--- src/rtl/core/mlfq_pkg.sv ---
// Shared types for the multilevel feedback queue scheduler.
// Holds command/result beats, controller states and control/status structs.
// No dependencies.
package mlfq_pkg;

    typedef enum logic [1:0] {
        MODE_ENQ     = 2'd0,
        MODE_DROP    = 2'd1,
        MODE_PREEMPT = 2'd2,
        MODE_YIELD   = 2'd3
    } t_mode;

    typedef logic [5:0] t_tid;

    typedef struct packed {
        t_mode mode;
        t_tid  thread_id;
    } t_cmd;

    typedef struct packed {
        logic       switch_valid;
        t_tid       next_thread;
        logic [3:0] next_level;
        logic       old_valid;
        t_tid       old_thread;
    } t_res;

    typedef enum logic [2:0] {
        S_CLEAR,
        S_IDLE,
        S_PRIO_RD,
        S_APPEND,
        S_DEM_RD,
        S_DEMOTE,
        S_PICK,
        S_LINK
    } t_state;

    typedef struct packed {
        logic load;
        logic clr_wr;
        logic use_cur;
        logic dem_wr;
        logic append;
        logic pick;
        logic link_upd;
    } t_ctl;

    typedef struct packed {
        logic  clr_last;
        logic  tid_ok;
        t_mode mode;
        logic  cur_valid;
        logic  pick_found;
        logic  pick_single;
    } t_sts;

endpackage

--- src/rtl/core/mlfq_ctrl.sv ---
// Controller FSM for the scheduler: sequences clear, append, demote and pick.
// Depends on mlfq_pkg.
module mlfq_ctrl (
    input  logic            i_clk,
    input  logic            i_rst_n,
    input  logic            start,
    output logic            busy,
    output logic            o_res_stb,
    input  mlfq_pkg::t_sts  i_sts,
    output mlfq_pkg::t_ctl  o_ctl
);

    mlfq_pkg::t_state r_state, n_state;
    logic             r_done;
    logic             n_done;

    always_ff @(posedge i_clk) begin
        if (!i_rst_n) begin
            r_state <= mlfq_pkg::S_CLEAR;
            r_done  <= 1'b0;
        end else begin
            r_state <= n_state;
            r_done  <= n_done;
        end
    end

    always_comb begin
        n_state = r_state;
        n_done  = 1'b0;
        unique case (r_state)
            mlfq_pkg::S_CLEAR: begin
                if (i_sts.clr_last) n_state = mlfq_pkg::S_IDLE;
            end
            mlfq_pkg::S_IDLE: begin
                if (start && !r_done) begin
                    unique case (i_sts.mode)
                        mlfq_pkg::MODE_ENQ:     n_state = mlfq_pkg::S_APPEND;
                        mlfq_pkg::MODE_DROP:    n_state = mlfq_pkg::S_PRIO_RD;
                        mlfq_pkg::MODE_PREEMPT: n_state = mlfq_pkg::S_DEM_RD;
                        mlfq_pkg::MODE_YIELD:   n_state = mlfq_pkg::S_PICK;
                        default:                n_state = mlfq_pkg::S_PICK;
                    endcase
                end
            end
            mlfq_pkg::S_PRIO_RD: begin
                n_state = mlfq_pkg::S_APPEND;
            end
            mlfq_pkg::S_APPEND: begin
                n_state = mlfq_pkg::S_IDLE;
                n_done  = 1'b1;
            end
            mlfq_pkg::S_DEM_RD: begin
                n_state = mlfq_pkg::S_DEMOTE;
            end
            mlfq_pkg::S_DEMOTE: begin
                n_state = mlfq_pkg::S_PICK;
            end
            mlfq_pkg::S_PICK: begin
                if (i_sts.pick_found && !i_sts.pick_single) begin
                    n_state = mlfq_pkg::S_LINK;
                end else begin
                    n_state = mlfq_pkg::S_IDLE;
                    n_done  = 1'b1;
                end
            end
            mlfq_pkg::S_LINK: begin
                n_state = mlfq_pkg::S_IDLE;
                n_done  = 1'b1;
            end
            default: n_state = mlfq_pkg::S_CLEAR;
        endcase
    end

    // Note: mode is read from the incoming beat in IDLE (status carries latched mode
    // after load); the datapath forwards the live mode while idle.
    always_comb begin
        o_ctl     = '0;
        busy      = (r_state != mlfq_pkg::S_IDLE) || r_done;
        o_res_stb = r_done;
        unique case (r_state)
            mlfq_pkg::S_CLEAR:   o_ctl.clr_wr = 1'b1;
            mlfq_pkg::S_IDLE:    o_ctl.load = start && !r_done;
            mlfq_pkg::S_PRIO_RD: o_ctl.use_cur = 1'b0;
            mlfq_pkg::S_APPEND:  o_ctl.append = i_sts.tid_ok;
            mlfq_pkg::S_DEM_RD:  o_ctl.use_cur = 1'b1;
            mlfq_pkg::S_DEMOTE: begin
                o_ctl.use_cur = 1'b1;
                o_ctl.dem_wr  = i_sts.cur_valid;
            end
            mlfq_pkg::S_PICK:    o_ctl.pick = 1'b1;
            mlfq_pkg::S_LINK:    o_ctl.link_upd = 1'b1;
            default:             o_ctl = '0;
        endcase
    end

endmodule

--- src/rtl/core/mlfq_dp.sv ---
// Datapath for the scheduler: queue ends, link and priority memories,
// current-thread and result registers. Depends on mlfq_pkg.
module mlfq_dp #(
    parameter int LEVELS      = 16,
    parameter int MAX_THREADS = 64
) (
    input  logic            i_clk,
    input  logic            i_rst_n,
    input  mlfq_pkg::t_cmd  i_cmd,
    input  mlfq_pkg::t_ctl  i_ctl,
    output mlfq_pkg::t_sts  o_sts,
    output mlfq_pkg::t_res  o_res
);

    localparam int LW  = $clog2(LEVELS);
    localparam int TIW = (MAX_THREADS > 1) ? $clog2(MAX_THREADS) : 1;

    mlfq_pkg::t_mode r_mode;
    mlfq_pkg::t_tid  r_tid;
    mlfq_pkg::t_tid  r_cur;
    logic            r_cur_valid;
    logic [TIW-1:0]  r_clr_cnt;
    logic [LEVELS-1:0] r_ne;
    mlfq_pkg::t_tid  r_head [LEVELS];
    mlfq_pkg::t_tid  r_tail [LEVELS];
    mlfq_pkg::t_tid  r_link_mem [MAX_THREADS];
    logic [LW-1:0]   r_prio_mem [MAX_THREADS];
    mlfq_pkg::t_tid  r_link_q;
    logic [LW-1:0]   r_prio_q;
    logic [LW-1:0]   r_pick_lvl;
    mlfq_pkg::t_res  r_res;

    logic [LEVELS-1:0] low_bit;
    logic [LW-1:0]     pick_lvl;
    mlfq_pkg::t_tid    pick_head;
    logic              pick_found;
    logic              pick_single;
    logic [LW-1:0]     app_lvl;
    logic [TIW-1:0]    prio_addr;
    logic [LW-1:0]     prio_wdata;
    logic              tid_ok;

    assign tid_ok = (11'(r_tid) < 11'(MAX_THREADS));

    always_comb begin
        low_bit  = r_ne & (~r_ne + LEVELS'(1));
        pick_lvl = '0;
        for (int i = 0; i < LEVELS; i++) begin
            if (low_bit[i]) pick_lvl = pick_lvl | LW'(i);
        end
    end

    assign pick_found  = |r_ne;
    assign pick_head   = r_head[pick_lvl];
    assign pick_single = (pick_head == r_tail[pick_lvl]);
    assign app_lvl     = (r_mode == mlfq_pkg::MODE_DROP) ? r_prio_q : '0;

    always_comb begin
        if (i_ctl.clr_wr) begin
            prio_addr = r_clr_cnt;
        end else if (i_ctl.use_cur) begin
            prio_addr = TIW'(r_cur);
        end else begin
            prio_addr = TIW'(r_tid);
        end
        prio_wdata = '0;
        if (!i_ctl.clr_wr && (r_prio_q < LW'(LEVELS - 1))) prio_wdata = r_prio_q + LW'(1);
        else if (!i_ctl.clr_wr) prio_wdata = r_prio_q;
    end

    always_ff @(posedge i_clk) begin
        if (i_ctl.clr_wr || i_ctl.dem_wr) r_prio_mem[prio_addr] <= prio_wdata;
        r_prio_q <= r_prio_mem[prio_addr];
    end

    always_ff @(posedge i_clk) begin
        if (i_ctl.append && r_ne[app_lvl]) r_link_mem[TIW'(r_tail[app_lvl])] <= r_tid;
        r_link_q <= r_link_mem[TIW'(pick_head)];
    end

    always_ff @(posedge i_clk) begin
        if (!i_rst_n) begin
            r_ne        <= '0;
            r_cur       <= '0;
            r_cur_valid <= 1'b0;
            r_clr_cnt   <= '0;
        end else begin
            if (i_ctl.clr_wr) r_clr_cnt <= r_clr_cnt + TIW'(1);
            if (i_ctl.append) begin
                r_tail[app_lvl] <= r_tid;
                if (!r_ne[app_lvl]) begin
                    r_head[app_lvl] <= r_tid;
                    r_ne[app_lvl]   <= 1'b1;
                end
            end
            if (i_ctl.pick && pick_found) begin
                r_cur       <= pick_head;
                r_cur_valid <= 1'b1;
                r_pick_lvl  <= pick_lvl;
                if (pick_single) r_ne[pick_lvl] <= 1'b0;
            end
            if (i_ctl.link_upd) r_head[r_pick_lvl] <= r_link_q;
        end
    end

    always_ff @(posedge i_clk) begin
        if (i_ctl.load) begin
            r_mode <= i_cmd.mode;
            r_tid  <= i_cmd.thread_id;
            r_res  <= '{switch_valid: 1'b0,
                        next_thread:  '0,
                        next_level:   '0,
                        old_valid:    i_cmd.mode[1] && r_cur_valid,
                        old_thread:   (i_cmd.mode[1] && r_cur_valid) ? r_cur : '0};
        end else if (i_ctl.pick && pick_found) begin
            r_res  <= '{switch_valid: 1'b1,
                        next_thread:  pick_head,
                        next_level:   4'(pick_lvl),
                        old_valid:    r_res.old_valid,
                        old_thread:   r_res.old_thread};
        end
    end

    always_comb begin
        o_sts             = '0;
        o_sts.clr_last    = (32'(r_clr_cnt) == 32'(MAX_THREADS - 1));
        o_sts.tid_ok      = tid_ok;
        o_sts.mode        = i_ctl.load ? i_cmd.mode : r_mode;
        o_sts.cur_valid   = r_cur_valid;
        o_sts.pick_found  = pick_found;
        o_sts.pick_single = pick_single;
    end

    assign o_res = r_res;

endmodule

--- src/rtl/core/multilevel_feedback_queue_scheduler.sv ---
// Multilevel feedback queue scheduler top level.
// Joins the controller (mlfq_ctrl) and datapath (mlfq_dp); uses mlfq_pkg.
//
// Usage:
//   Command channel: drive i_cmd and raise start; the beat is taken at a
//   rising edge with start high and busy low.
//   Result channel: o_res is valid for exactly one cycle with o_res_stb high.
//   Every command yields one result beat; there is no back-pressure.
// States after accept: enqueue APPEND (level 0); drop PRIO_RD, then APPEND
//   at the thread's stored level; yield PICK, then LINK when the picked level
//   held more than one thread; preempt DEM_RD, DEMOTE, PICK and LINK as for
//   yield (LINK takes the registered link read that advances the queue head).
//   busy also covers the strobe cycle, so a new command is taken at the
//   earliest in the cycle after the strobe, never before the last one is done.
// Reset: synchronous, active low. After reset the priority memory is cleared
//   one entry per cycle, all MAX_THREADS entries, with busy high; queues start
//   empty and no thread is current.
module multilevel_feedback_queue_scheduler #(
    parameter int LEVELS      = 16,
    parameter int MAX_THREADS = 64
) (
    input  logic           i_clk,
    input  logic           i_rst_n,
    input  logic           start,
    output logic           busy,
    input  mlfq_pkg::t_cmd i_cmd,
    output logic           o_res_stb,
    output mlfq_pkg::t_res o_res
);

    mlfq_pkg::t_ctl ctl;
    mlfq_pkg::t_sts sts;

    mlfq_ctrl u_ctrl (
        .i_clk     (i_clk),
        .i_rst_n   (i_rst_n),
        .start     (start),
        .busy      (busy),
        .o_res_stb (o_res_stb),
        .i_sts     (sts),
        .o_ctl     (ctl)
    );

    mlfq_dp #(
        .LEVELS      (LEVELS),
        .MAX_THREADS (MAX_THREADS)
    ) u_dp (
        .i_clk   (i_clk),
        .i_rst_n (i_rst_n),
        .i_cmd   (i_cmd),
        .i_ctl   (ctl),
        .o_sts   (sts),
        .o_res   (o_res)
    );

endmodule
--- config.mk ---
export PLATFORM = sky130hd
export DESIGN_NAME = multilevel_feedback_queue_scheduler
export DESIGN_NICKNAME = d
export VERILOG_FILES = /design/src/rtl/core/mlfq_pkg.sv /design/src/rtl/core/mlfq_ctrl.sv /design/src/rtl/core/mlfq_dp.sv /design/src/rtl/core/multilevel_feedback_queue_scheduler.sv
export SDC_FILE = /design/constraint.sdc
export NUM_CORES = 1
export LEC_CHECK = 0
export ABC_CLOCK_PERIOD_IN_PS = 5200
export BUFFER_PORTS_ARGS = -buffer_cell sky130_fd_sc_hd__buf_4
export CAP_MARGIN = 25
export CORE_AREA = 2 2 262 264
export DETAILED_ROUTE_END_ITERATION = 8
export DIE_AREA = 0 0 264 266
export MAX_ROUTING_LAYER = met4
export PLACE_DENSITY_LB_ADDON = 0.12
export SLEW_MARGIN = 20
export SYNTH_ARGS = -nofsm -noshare
export SYNTH_HDL_FRONTEND = slang
export SYNTH_SLANG_ARGS = --single-unit
--- constraint.sdc ---
create_clock -name i_clk -period 5.2 [get_ports i_clk]
set_clock_uncertainty 0.1 [all_clocks]
set_input_delay 1.04 -clock i_clk [delete_from_list [all_inputs] [get_ports i_clk]]
set_output_delay 1.04 -clock i_clk [all_outputs]
set_load 0.1 [all_outputs]
==> impl_metrics.yaml <==
setup_path:
  r2r_slack_ns: 0.23
  cp_data_required_time_ns: 5.61
  r2r_cells: 12
  critPathLaunch: "u_dp.r_ne[0]"
  worstSetupPathType: "register to register"
  crit_path_end: "u_dp.r_link_q[0]"
  endpoint_kind: "register"
  arrival_ns: 5.39
  timing.rr.start: "u_dp.r_ne[0]"
  crit_fanout: 29
  reg2reg_to: "u_dp.r_link_q[0]"
  cp-start-kind: "register"
clocking:
  cts.hold.buffers_added: 0
  cts_tree: "done"
  clkTransAtPathRegs_ns: 0.06
  clkLatencyLatePin_ns: 0.66
  cts_max_path_buffers: 3
  htreeDepth: 3
  clock_sinks: 905
  cts_root_buf: "clkbuf_16"
  cts_buffers: 92
detailed_routing:
  finalWirelength_um: 112000
  drt_iter0_markers: 3358
  antenna_left: 0
  wl_per_cell_um: 28.0
  viasPerCell: 6.64
  detailedRoute.firstPassIterationCount: 6
  drc: 0
  vias: 26400
run:
  drv_cap: 0
yosys:
  synthTopCellsByArea: "edfxtp_1, mux2i_1, nand2_1"
  yosysWarnings: 0
  synthMuxAreaShare_pct: 4.52
  netlist.area_leader.share_pct: 67.0
  ys_ff_latch: 905
  synth-compound-area-share_pct: 11.8
  syn_area_um2: 38000
  synth_seq_area_share_pct: 70.0
  synth_top_family_by_area: "compound AO/OA/AOI/OAI gates"
  synth.largest_area_cell: "edfxtp_1"
  synthCells: 2869
  synth_simple_gate_area_share_pct: 11.1
  synth_area_per_cell_um2: 13.3
  yosysMostFrequentCell: "edfxtp_1"
  async_flop_share_pct: 0
  synth_ff_type: "edfxtp_1"
  synthXorXnorAreaFrac_pct: 0.207
  synth-edff-count: 849
  ys_top_cells_by_count: "edfxtp_1, nand2_1, nor2_1"
  synthDistinctLibCells: 87
  synth_fa_ha_area_share_pct: 0.0658
  synthesis.nets: 2882
layout:
  num-fill-cells: 5070
  syn_to_final_growth_pct: 14.3
  multi_input_area_um2: 10700
  seqCellArea_um2: 26600
  drive_above_1_share_pct: 13.9
  fin_nets: 3032
hold_path:
  min_path_type: "register to register"
global_route:
  grt_pass1_vias: 25600
  grt_remaining_overflow: 0
  antenna_found_initial: 2
  grt_pass1_wl_um: 166000
  grt_max_degree: 91
  grt_usage_pct: 32.7
timing:
  period_share_pct: 95.7
  fin_tns_setup_ns: 0
  fmax_mhz: 201
  finalHoldViolCount: 0
  finalSetupViolations: 0
  worst_pin_slew_ns: 1.06
  max_slew_margin_pct: 29.5
  maxSlewViolCount: 0
  rsz0062_at_grt: "no"
  fin_ws_ns: 0.226
  period_needed_ns: 4.97
pwr:
  leakagePower_nw: 14.5
  p_per_area_nw_per_um2: 351
  ir_worst_vdd_mv: 0.326
floorplan:
  die_area_um2: 70200
  fp.dieH_um: 266
  io_pins: 31
  initial_core_util_pct: 56.2
  rows: 96
  coreArea_um2: 67700
  die_w_um: 264
run_status:
  status: "completed"
placement:
  place_hpwl_um: 72500
  portBuffers: 30
  preCtsSetupSlack_ns: 0.0641
  globalplace.congestion: 0.954
cells by family after synthesis:
group                    Yosys count
AO/OA/AOI/OAI                    634
XOR/XNOR                           9
adder cells (fa/ha/maj)            2
buffers and inverters            210
flip-flops                       905
multiplexers                     161
AND/OR/NAND/NOR                  948
report_power, final:
group / switching (W) / internal (W)
clock: 0.00279 / 0.00386
combinational: 0.000479 / 0.000205
sequential: 0.0000352 / 0.00787
total: 0.00331 / 0.0119
registers in the layout, indices dropped and copies added (netlist names):
signal / flops
u_dp.r_tail: 96
u_dp.r_prio_q: 4
u_dp.r_clr_cnt: 6
u_dp.r_cur_valid: 1
u_dp.r_link_q: 6
u_dp.o_res: 18
u_dp.r_link_mem: 384
u_ctrl.r_state: 3
u_dp.r_prio_mem: 256
u_dp.r_ne: 16
u_dp.r_pick_lvl: 4
u_ctrl.o_res_stb: 1
u_dp.r_head: 96
u_dp.r_tid: 6
u_dp.r_mode: 2
u_dp.r_cur: 6
worst max-delay path: stages (launching register included):
cell	delay (ns)
dfxtp_1	0.37
or4_1	0.69
a31oi_1	0.63
or2_2	0.23
a2111oi_0	0.06
or4_1	0.61
nor3_1	0.34
nand2_1	0.16
buf_12	0.21
nand2_1	0.25
o32ai_1	0.14
o21ai_0	0.53
or4b_1	0.51
what timing repair did:
| item | in CTS | in global routing |
|---|---|---|
| gates resized for setup | 0 | 3 |
| setup endpoints to repair | 0 | 20 |
| buffers inserted | 0 | 4 |
worst min path at each step:
| stage | from | endpoint | depth (start not counted) |
|---|---|---|---|
| floorplan | u_dp.r_cur[1] | u_dp.r_cur[1] | 2 |
| global placement | u_dp.o_res[12] | u_dp.o_res[12] | 2 |
| detailed placement | u_dp.o_res[13] | u_dp.o_res[13] | 2 |
| CTS | u_dp.o_res[16] | u_dp.o_res[16] | 2 |
| global route | u_dp.o_res[16] | u_dp.o_res[16] | 2 |
| finish | u_dp.o_res[16] | u_dp.o_res[16] | 2 |
through the flow:
step | util [%] | hold WS (ns) | area, µm² | cells | total power [W]
2_1_floorplan | - | 0.352 | 38000 | 2869 | 0.00847
3_3_place_gp | 59.6 | 0.344 | 40400 | 3801 | 0.00872
3_5_place_dp | 59.6 | 0.354 | 40400 | 3802 | 0.00873
4_1_cts | 64.1 | 0.363 | 43400 | 3974 | 0.0153
5_1_grt | 64.2 | 0.386 | 43500 | 3981 | 0.0156
6_report | 64.2 | 0.362 | 43500 | 3981 | 0.0152
per-layer routing:
| metal | track usage (%) | routed length (µm) | up-vias |
|---|---|---|---|
| met5 | - | 0 | - |
| met4 | 11.1 | 3690 | 0 |
| met3 | 6.28 | 10900 | 243 |
| met2 | 49.2 | 51400 | 1495 |
| met1 | 45.1 | 45500 | 13200 |
| li1 | - | - | 11500 |
cells in the final DEF, fill, tap and decap left out, drive strengths merged, types with 67 or more instances in the layout:
cell type,instances
nor2,262
edfxtp,849
clkbuf,109
nand3,194
mux2i,147
nand2,350
o21ai,142
buf,232
a22oi,67
a21oi,85
final cells by class:
class,count,share of cell area (%)
clock inverters,63,1.44
flip-flops and latches,905,61.2
well taps,882,2.54
repair buffers,232,4.41
inverters,34,0.299
clock buffers,109,5.54
multi-input cells,1754,24.6
diodes,2,0.0115
Note: power is estimated with default switching activity, not from simulation.
